[config.mk]
export PLATFORM = sky130hd
export DESIGN_NAME = crq_ctrl
export DESIGN_NICKNAME = d
export VERILOG_FILES = /design/src/rtl/crq_pkg.sv /design/src/rtl/crq_ctrl.sv
export SDC_FILE = /design/constraint.sdc
export NUM_CORES = 1
export LEC_CHECK = 0
export BUFFER_PORTS_ARGS = -buffer_cell sky130_fd_sc_hd__buf_2
export CORE_AREA = 2 2 39 41
export CTS_CLUSTER_DIAMETER = 100
export DETAILED_ROUTE_END_ITERATION = 8
export DIE_AREA = 0 0 41 43
export PLACE_DENSITY_LB_ADDON = 0.2
export SLEW_MARGIN = 30
export SYNTH_ARGS = -nofsm -noshare
export SYNTH_HDL_FRONTEND = slang
export SYNTH_SLANG_ARGS = --single-unit
[constraint.sdc]
create_clock -name clock -period 1.5 [get_ports clock]
set_input_delay 0.3 -clock clock [delete_from_list [all_inputs] [get_ports clock]]
set_output_delay 0.3 -clock clock [all_outputs]
set_load 0.01 [all_outputs]
[src/rtl/crq_pkg.sv]
`default_nettype none
// ----------------------------------------------------------------------------
// crq_pkg: shared types and constants of the cycle-tagged ring queue
// Request and response payloads, status codes and controller commands.
// ----------------------------------------------------------------------------
package crq_pkg;

   localparam int CAPACITY_DEFAULT = 64;
   localparam int VALUE_W          = 64;
   localparam int COUNT_W          = 64;

   localparam logic MODE_ENQ = 1'b0;
   localparam logic MODE_DEQ = 1'b1;

   typedef enum logic [1:0] {
      STATUS_DONE   = 2'd0,
      STATUS_MARKER = 2'd1,
      STATUS_EMPTY  = 2'd2,
      STATUS_FULL   = 2'd3
   } status_type;

   typedef struct packed {
      logic               mode;
      logic [VALUE_W-1:0] item_value;
   } req_type;

   typedef struct packed {
      status_type         status;
      logic [VALUE_W-1:0] out_value;
      logic               now_empty;
   } rsp_type;

   // controller to datapath
   typedef struct packed {
      logic clear_step;
      logic load_req;
      logic rd_head;
      logic eval;
      logic load_rsp;
   } cmd_type;

   // datapath to controller
   typedef struct packed {
      logic clear_last;
   } stat_type;

endpackage

`default_nettype wire

[src/rtl/crq_ctrl.sv]
`default_nettype none
// ----------------------------------------------------------------------------
// crq_ctrl: request sequencer of the cycle-tagged ring queue
// Runs the clearing pass after reset, then steps each request through
// slot read, evaluation and response load, and owns the response valid.
// ----------------------------------------------------------------------------
module crq_ctrl (
   input  wire logic              clock,
   input  wire logic              reset,
   input  wire logic              req_valid,
   output logic                   req_stall,
   output logic                   rsp_valid,
   input  wire logic              rsp_stall,
   output crq_pkg::cmd_type       cmd,
   input  wire crq_pkg::stat_type stat
);

   typedef enum logic [4:0] {
      ST_CLEAR = 5'b00001,
      ST_IDLE  = 5'b00010,
      ST_READ  = 5'b00100,
      ST_EVAL  = 5'b01000,
      ST_FINAL = 5'b10000
   } state_type;

   state_type state_ff, state_in;
   logic      rsp_valid_ff, rsp_valid_in;
   logic      out_free;

   assign out_free  = !rsp_valid_ff || !rsp_stall;
   assign req_stall = state_ff != ST_IDLE;
   assign rsp_valid = rsp_valid_ff;

   always_comb begin
      state_in = state_ff;
      cmd      = '0;
      unique case (state_ff)
         ST_CLEAR: begin
            cmd.clear_step = 1'b1;
            if (stat.clear_last) begin
               state_in = ST_IDLE;
            end
         end
         ST_IDLE: begin
            if (req_valid) begin
               cmd.load_req = 1'b1;
               state_in     = ST_READ;
            end
         end
         ST_READ: begin
            cmd.rd_head = 1'b1;
            state_in    = ST_EVAL;
         end
         ST_EVAL: begin
            cmd.eval = 1'b1;
            state_in = ST_FINAL;
         end
         ST_FINAL: begin
            // hold until the response register frees up
            if (out_free) begin
               cmd.load_rsp = 1'b1;
               state_in     = ST_IDLE;
            end
         end
         default: state_in = ST_CLEAR;
      endcase
   end

   always_comb begin
      rsp_valid_in = rsp_valid_ff;
      if (cmd.load_rsp) begin
         rsp_valid_in = 1'b1;
      end else if (!rsp_stall) begin
         rsp_valid_in = 1'b0;
      end
   end

   always_ff @(posedge clock) begin
      if (reset) begin
         state_ff     <= ST_CLEAR;
         rsp_valid_ff <= 1'b0;
      end else begin
         state_ff     <= state_in;
         rsp_valid_ff <= rsp_valid_in;
      end
   end

   a_accept_to_eval: assert property (@(posedge clock) disable iff (reset)
      req_valid && !req_stall |=> ##1 state_ff == ST_EVAL)
      else $error("accepted request did not reach evaluation");

   a_rsp_from_final: assert property (@(posedge clock) disable iff (reset)
      $rose(rsp_valid_ff) |-> $past(state_ff == ST_FINAL))
      else $error("response raised outside final step");

   a_no_accept_in_clear: assert property (@(posedge clock) disable iff (reset)
      state_ff == ST_CLEAR |=> !rsp_valid_ff)
      else $error("response during clearing pass");

endmodule

`default_nettype wire
# After elaboration in Yosys (flattened, before gate mapping)
# Cells that the tools add are included.
# totals
wordCells	29
input_bits	5
ff_bits	6
# classes
mux	13
eq_ne	10
n_reduce_logical	4
# ops
cell	count
5-bit case mux with 5 select lines	1
5-bit two-way mux	3
1-bit two-way mux	9
2-bit != test, second input constant	3
5-bit by 1-bit == test with 1-bit output, second input constant	1
5-bit by 2-bit == test with 1-bit output, second input constant	1
5-bit by 3-bit == test with 1-bit output, second input constant	1
5-bit by 4-bit == test with 1-bit output, second input constant	1
5-bit == test, second input constant	1
5-bit by 2-bit != test with 1-bit output, second input constant	1
3-bit AND reduction	1
1-bit zero test	2
2-bit by 1-bit != test with 1-bit output, second input constant	1
1-bit logical OR	1

# Longest topological paths before layout
# Gate-level depths: netlist (run 1).
# depth
ltp_word	5
depth_mapped	5

# Least setup slack after synthesis (run 1)
# No wires, ideal clock.
# synth_timing
path_kind	register to output
startpoint	register state_ff[4]
endpoint	output port cmd[4] in the netlist's numbering
t_arrival_ns	1.024
path_slack_ns	0.176
path_stages_with_launch	4
cell_sequence	dfxtp_1 -> buf_6 -> or3_1 -> nor3b_2
# synth_lines
item	line_no	rtl
start: declaration	crq_ctrl.sv:26	state_type state_ff, state_in;
start signal: assignment	crq_ctrl.sv:83	state_ff <= state_in;
end: declaration	crq_ctrl.sv:14	output crq_pkg::cmd_type cmd,

==> metrics.sh, run 1 <==
SLEW_HEADROOM=0.724
STD_CELL_ROWS=14
SYN_AREA_SQ_UM=365
PATH_CLK_SLEW_NS=0.05
DESIGN.PORTCOUNT=12
PERIOD_SHARE=1.05
CORE_REGION_AREA_SQ_UM=1380
CTS-ROOT-TO-SINK-BUFFERS=2
ANT_NETS=0
INITIALDRTVIOLATIONCOUNT=6
TRITONCTS='built'
NETLIST_INSTANCES=42
TIMING.CLOCK.SKEW_NS=0.00599
FINISH.CELL_COUNT_WITHOUT_FILLERS=82
CTS_ROOT_BUF='sky130_fd_sc_hd__clkbuf_4'
DIEAREA_SQ_UM=1760
PLACE.GP.CONGESTION=0.693
FINAL-MAX-SLEW-VIOLATION-COUNT=0
DRIVE_ABOVE_1_SHARE=0.652
GROUTE.USAGE.OVERALL=0.129
FIN_HOLD_WS_NS=0.220
CELLLEAKAGEPOWER_nW=0.270
GRT_FIRST_PASS_WIRELENGTH_MM=1.46
DETAIL_ROUTE.WIRELENGTH_MICRONS=959
MAX_CLOCK_FREQ_GHz=0.638
CP.ARRIVAL_NS=1.27
REPORT.POWER.TOTAL_mW=0.526
DIE_W_MICRONS=41
H_TREE_LEVEL_COUNT=1
FINALWORSTPATHREQUIREDPERIOD_NS=1.57
GRT_RESIDUAL_OVERFLOW=0
RSZ0062_AT_GRT='yes'
HOLD_VIOLATIONS=0
DRT_DRC_VIOLATIONS_LEFT=0
START_UTIL=0.264
R2R.WORST_PATH.CELLS=7
DPL_WORST_SLACK_NS=0.116
WORST_SKEW_PAIR.LATE_LATENCY_NS=0.25
TIGHTEST_SLEW_NS=0.413
WHS_PATH_DEPTH=2
YOSYSWARNINGS=0
ROUTED-VIA-COUNT=381
DRT-VIAS-PER-INSTANCE=4.65
TIMING.SETUP.CRITICAL_PATH_CLASS='reg2out'
DRV.MAX_CAP_VIOLATION_COUNT=0
GRT_ANTENNA_BEFORE_REPAIR=0
HOLD_PATH_CLASS='in2reg'
POSTSYNTHNETCOUNT=47
WORST_IR_DROP_VDD_uV=259
NUM_ANTENNA_CELLS=0
CELLPOWERDENSITY_nW_PER_UM2=856
YOSYS_TOP_CELL_BY_AREA='sky130_fd_sc_hd__dfxtp_1'
TOP_CELLS_BY_COUNT_SYNTH='sky130_fd_sc_hd__dfxtp_1 (6), sky130_fd_sc_hd__nor2_1 (5), sky130_fd_sc_hd__a21oi_1 (3), sky130_fd_sc_hd__and2_1 (3), sky130_fd_sc_hd__buf_4 (3)'
SYNTH_ENABLE_FLOP_CELLS=0
SETUP_VIOLATIONS=2
YS_SEQ_ELEMENTS=6
SYNTH_AREA_LEADERS='sky130_fd_sc_hd__dfxtp_1 (33%), sky130_fd_sc_hd__buf_4 (6.2%), sky130_fd_sc_hd__and2_1 (5.1%), sky130_fd_sc_hd__nor2_1 (5.1%), sky130_fd_sc_hd__o41ai_2 (4.5%)'
FINALWORSTSETUPSLACK_NS=-0.0676
YOSYS.AREA.TOP_TYPE_SHARE=0.329
FIRST_GLOBAL_VIAS=352
DIE_H_MICRONS=43
FAILED_CHECKS='setup timing'
DETAILEDPLACEMENTHPWL_MICRONS=607
PORTBUFFERS=11
WL_PER_CELL_MICRONS=11.7
SYNTH_MOST_COMMON_CELL='sky130_fd_sc_hd__dfxtp_1'
PLACED_CELLS=70
SYNTH.AVG_CELL_AREA_SQ_UM=8.70
CTS_INSERTED_BUFFERS=3
CRIT_PATH_MAX_FANOUT=3
WORST_SETUP_PATH_END_KIND='primary output'
CLKSINKCOUNT=6
SYNTH-SEQ-AREA-SHARE=0.329
MAXIMUM_NUMBER_OF_PINS_ON_ONE_NET_BEFORE_GLOBAL_ROUTE_REPAIR=8
WORST-R2R-SETUP-SLACK_NS=0.12
SYNTHARSTFLOPSHARE=0
SYNTH_CELL_TYPE_COUNT=25
CRITICAL_PATH.STARTPOINT_TYPE='register'
TIMING.CRITICAL_PATH.REQUIRED_NS=1.20
FIRSTDRTPASSITERS=4
STATUS='finished with violations'
AREAGROWTHSYNTHTOFINISH_PCT=68.2
YS_DOMINANT_REG_CELL='sky130_fd_sc_hd__dfxtp_1'
FINALNETCOUNT=73
## flip-flops by register name, summed over array words and instances, names as in the netlist
| register | count |
|---|---|
| rsp_valid | 1 |
| state_ff | 5 |
## cell type report
cell class / count / area (sq um)
clock buffers: 3 / 22.5
fillers: 144 / 769
inverters: 2 / 7.51
multi-input cells: 30 / 245
flip-flops and latches: 6 / 131
well taps: 16 / 20.0
repair buffers: 25 / 188
## what timing repair did
item / 4_1_cts / 5_1_grt
pin swaps: 4 / 3
endpoints found under the setup margin: 5 / 5
hold buffers: 0 / 0
resized for setup: 14 / 8
setup buffers: 5 / 4
## logic make-up after synthesis
| group | count (synthesis) | share of synthesized area |
|---|---|---|
| buffers and inverters | 6 | 0.113 |
| DFF | 6 | 0.329 |
| AOI/OAI and AO/OA | 6 | 0.137 |
| xor gates and xnor gates | 1 | 0.0240 |
| and+or+nand+nor | 23 | 0.397 |
## path summary, 6_finish.rpt
path | from | endpoint
worst min-delay path | reset | rsp_valid
worst max register to register | state_ff[2] | state_ff[0]
worst max-delay path | state_ff[2] | cmd[4]
worst min register to register | rsp_valid | rsp_valid
## worst max-delay path, stage by stage, from the launching register on
cell                      delay, ns
sky130_fd_sc_hd__dfxtp_2       0.32
sky130_fd_sc_hd__or3_4         0.38
sky130_fd_sc_hd__nor3b_2       0.18
sky130_fd_sc_hd__buf_2         0.15
## metal layers
layer	GRT usage	vias up	routed length, microns
met2	0.172	9	499
met1	0.158	172	415
li1	-	198	-
met5	0	-	0
met3	0.0314	2	24
met4	0.120	0	19
## report_power, final
| part | internal (mW) | leakage (nW) | total (mW) | switching, mW |
|---|---|---|---|---|
| registers | 0.173 | 0.0511 | 0.187 | 0.0144 |
| clock network | 0.0908 | 0.0138 | 0.153 | 0.0619 |
| logic | 0.111 | 0.205 | 0.186 | 0.0754 |
| total | 0.374 | 0.270 | 0.526 | 0.152 |
## metrics by stage
stage | utilization | cell area, sq um | setup TNS [ns]
after CTS | 0.399 | 552 | -0.0834
after global placement | 0.321 | 444 | 0
after detailed placement | 0.321 | 444 | 0
after floorplan | - | 365 | 0
after global routing | 0.444 | 614 | -0.232
final | 0.444 | 614 | -0.0809
## cells in the final DEF, fill, tap and decap left out
| cell type | netlist | routed |
|---|---|---|
| sky130_fd_sc_hd__buf_4 | 3 | 10 |
| sky130_fd_sc_hd__buf_2 | 0 | 9 |
| sky130_fd_sc_hd__buf_6 | 1 | 6 |
| sky130_fd_sc_hd__and2_1 | 3 | 3 |
| sky130_fd_sc_hd__nor2_1 | 5 | 3 |
| sky130_fd_sc_hd__a21oi_1 | 3 | 3 |
| sky130_fd_sc_hd__clkbuf_4 | 0 | 3 |
| sky130_fd_sc_hd__dfxtp_2 | 0 | 3 |
| sky130_fd_sc_hd__nor2_4 | 0 | 2 |
| sky130_fd_sc_hd__nor3b_1 | 2 | 2 |
| sky130_fd_sc_hd__dfxtp_4 | 0 | 2 |
| sky130_fd_sc_hd__and4bb_2 | 1 | 1 |
| sky130_fd_sc_hd__nand3_2 | 0 | 1 |
| sky130_fd_sc_hd__nor3_4 | 0 | 1 |
| sky130_fd_sc_hd__nand3b_1 | 1 | 1 |
| sky130_fd_sc_hd__inv_2 | 1 | 1 |
| sky130_fd_sc_hd__and3_4 | 0 | 1 |
| sky130_fd_sc_hd__inv_1 | 1 | 1 |
| sky130_fd_sc_hd__or3_4 | 0 | 1 |
| sky130_fd_sc_hd__nor3b_2 | 1 | 1 |
| sky130_fd_sc_hd__nand4_1 | 1 | 1 |
| sky130_fd_sc_hd__a21boi_0 | 1 | 1 |
| sky130_fd_sc_hd__and3_1 | 2 | 1 |
| sky130_fd_sc_hd__nand2_1 | 1 | 1 |
| sky130_fd_sc_hd__or3b_1 | 1 | 1 |
| sky130_fd_sc_hd__nand2b_1 | 1 | 1 |
| sky130_fd_sc_hd__o2111a_1 | 1 | 1 |
| sky130_fd_sc_hd__xnor2_1 | 1 | 1 |
| sky130_fd_sc_hd__nor4_1 | 1 | 1 |
| sky130_fd_sc_hd__o41ai_2 | 1 | 1 |
| sky130_fd_sc_hd__dfxtp_1 | 6 | 1 |
No activity file was read; power rests on OpenSTA's default activity.
==> run 2, diff against run 1 <==
- clock period: 1.5 -> 2 ns (I/O delays scaled with it)
==> run 2 against run 1 <==
- the run now ends clean
- count of clock-buffer cells in the layout stayed put
- setup slack better by 0.26 ns
- utilization is 13 points lower
- non-clock buffer count is 14 lower
- global-route usage is 3.1 points lower
- sequential power is 24% lower
- hold slack better by 0.10 ns
- register-to-register slack better by 0.58 ns
- critical path depth stayed put
- combinational power is 61% lower
- largest cell class unchanged
==> metrics.sh, run 2 (synthesis results as in run 1) <==
STATUS='finished, final reports clean'
WL_PER_CELL_MICRONS=10.9  # -6.6%
PLACED_CELLS=65  # -7.1%
ANT_NETS=0  # unchanged
PLACE.GP.CONGESTION=0.654  # -5.7%
FINALWORSTSETUPSLACK_NS=0.188  # +0.256 ns
TIMING.SETUP.CRITICAL_PATH_CLASS='reg2out'
FINAL_COMMON_CELL='sky130_fd_sc_hd__buf_2'
CTS_ROOT_BUF='sky130_fd_sc_hd__clkbuf_4'
FINISH.CELL_COUNT_WITHOUT_FILLERS=68  # -17%
CRITICAL_PATH.STARTPOINT_TYPE='register'
HOLD_PATH_CLASS='in2reg'
DIEAREA_SQ_UM=1760  # unchanged
WIRE_LENGTH_ON_MET3_MICRONS=61  # +150%
STD_CELL_ROWS=14  # unchanged
H_TREE_LEVEL_COUNT=1  # unchanged
CELLPOWERDENSITY_nW_PER_UM2=768  # -10%
WORSTREG2REGEND='state_ff[1]'
PORTBUFFERS=11  # unchanged
MET2_WIRELENGTH_MICRONS=347  # -30%
LARGEST_REGISTER_FF_COUNT=5  # unchanged
GROUTE.USAGE.OVERALL=0.0974  # -0.0311
PATH_CLK_SLEW_NS=0.04  # about the same
WL_MET1_MICRONS=334  # -20%
TOTAL_NEG_SETUP_SLACK_NS=0  # +0.0809 ns
WORST-R2R-SETUP-SLACK_NS=0.70  # +0.58 ns
NUMBER_OF_HOLD_BUFFERS_ADDED_AFTER_CTS=0  # unchanged
DRIVE_ABOVE_1_SHARE=0.346  # -0.305
WORST_SKEW_PAIR.LATE_LATENCY_NS=0.25  # about the same
GRT_FIRST_PASS_WIRELENGTH_MM=1.11  # -24%
TIMING.CRITICAL_PATH.REQUIRED_NS=1.60  # +0.40 ns
TIMING.CRITICAL_PATH.SLOWEST_STAGE_CELL='sky130_fd_sc_hd__or3_1'
HOLD_VIOLATIONS=0  # unchanged
INITIALDRTVIOLATIONCOUNT=10  # +4
CORE_REGION_AREA_SQ_UM=1380  # unchanged
MAX_CLOCK_FREQ_GHz=0.552
WORST_SETUP_PATH_END_KIND='primary output'
FIRSTDRTPASSITERS=4  # unchanged
CRIT_FAMILY='simple AND/OR/NAND/NOR gates'
WHS_PATH_DEPTH=2  # unchanged
TRITONCTS='built'
POST_CTS_RESIZED=0  # -14
FIRST_GLOBAL_VIAS=275  # -22%
NUM_ANTENNA_CELLS=0  # unchanged
GRT_RESIDUAL_OVERFLOW=0  # unchanged
R2R.WORST_PATH.CELLS=3  # -4
FINAL_UTIL=0.310  # -0.134
DPL_WORST_SLACK_NS=0.446  # +0.331 ns
MULTI_INPUT_COMB_AREA_SQ_UM=204  # -17%
DRT_DRC_VIOLATIONS_LEFT=0  # unchanged
DETAIL_ROUTE.WIRELENGTH_MICRONS=743  # -23%
START_UTIL=0.264  # unchanged
HOLD_END='rsp_valid'
REGAREA_SQ_UM=120  # -8.6%
RSZ0062_AT_GRT='no'
AREAGROWTHSYNTHTOFINISH_PCT=17.5
ROUTE.TOP_LAYER_USED='met3'
WORSTHOLDSTART='reset'
CRIT_PATH_MAX_FANOUT=9  # +6
CELLLEAKAGEPOWER_nW=0.189  # -30%
FINALNETCOUNT=59  # -19%
MOSTFREQUENTLAYOUTCELLS='sky130_fd_sc_hd__buf_2 (11), sky130_fd_sc_hd__dfxtp_1 (6), sky130_fd_sc_hd__nor2_1 (5)'
TIMING.CLOCK.SKEW_NS=0.00761  # +0.00162 ns
SETUP_VIOLATIONS=0  # -2
CP.ARRIVAL_NS=1.41  # +0.14 ns
CTS_INSERTED_BUFFERS=3  # unchanged
FINAL-MAX-SLEW-VIOLATION-COUNT=0  # unchanged
TIGHTEST_SLEW_NS=0.422  # +0.00892 ns
CTS_POST_SETUP_BUFFERS_INSERTED=0  # -5
FILLER_CELL_COUNT=152  # +5.6%
DETAILEDPLACEMENTHPWL_MICRONS=566  # -6.7%
TIMING.CRITICAL_PATH.SLOWEST_CELL_DELAY_NS=0.40  # +0.02 ns
FINALWORSTPATHREQUIREDPERIOD_NS=1.81
DRV.MAX_CAP_VIOLATION_COUNT=0  # unchanged
DIE_W_MICRONS=41  # unchanged
LARGEST_REGISTER='state_ff'
CRITICAL_PATH.N_BUFFERS_INVERTERS=1  # unchanged
WORST_IR_DROP_VDD_uV=338  # +31%
CRITICAL_PATH.REG2REG.STARTPOINT='state_ff[4]'
FIN_HOLD_WS_NS=0.320  # +0.101 ns
DIE_H_MICRONS=43  # unchanged
DRT-VIAS-PER-INSTANCE=4.97  # +7.0%
PERIOD_SHARE=0.906
SLEW_HEADROOM=0.718  # -0.00594
MAXIMUM_NUMBER_OF_PINS_ON_ONE_NET_BEFORE_GLOBAL_ROUTE_REPAIR=11  # +3
DESIGN.PORTCOUNT=12  # unchanged
CLKSINKCOUNT=6  # unchanged
ROUTED-VIA-COUNT=338  # -11%
GRT_ANTENNA_BEFORE_REPAIR=0  # unchanged
CRIT_CHAIN='or3_1, nor3b_2, buf_2'
CTS-ROOT-TO-SINK-BUFFERS=2  # unchanged
[run 2: how the worst max path moves through the flow]
stage | from | to | slack (ns) | cells after the start
after global routing | state_ff[1] | cmd[4] | 0.11 | 3
final | state_ff[1] | cmd[4] | 0.19 | 3
after CTS | state_ff[1] | cmd[4] | 0.18 | 3
after detailed placement | state_ff[1] | cmd[4] | 0.45 | 3
after floorplan | state_ff[4] | cmd[4] | 0.58 | 3
after global placement | state_ff[1] | cmd[4] | 0.48 | 3
[run 2: area by class of cell]
cell class,instances,area share
inverters,2,0.0175
multi-input cells,30,0.475
repair buffers,11,0.128
flip-flops and latches,6,0.280
clock buffers,3,0.0525
well taps,16,0.0466
[run 2: where the power goes]
part,internal (mW),switching (mW),total [mW]
Sequential,0.128,0.0141,0.142
Clock,0.0681,0.0474,0.116
Combinational,0.0378,0.0340,0.0718
[run 2: per-layer routing]
| metal | global-route usage | vias up |
|---|---|---|
| met5 | 0 | - |
| met4 | 0.0400 | 0 |
| met3 | 0.0785 | 0 |
| met2 | 0.106 | 15 |
| met1 | 0.135 | 152 |
| li1 | - | 171 |
[run 2: stage by stage]
| stage | area (sq um) | power, mW |
|---|---|---|
| after floorplan | 365 | 0.193 |
| after global placement | 407 | 0.216 |
| after detailed placement | 407 | 0.216 |
| after CTS | 429 | 0.335 |
| after global routing | 429 | 0.347 |
| final | 429 | 0.330 |
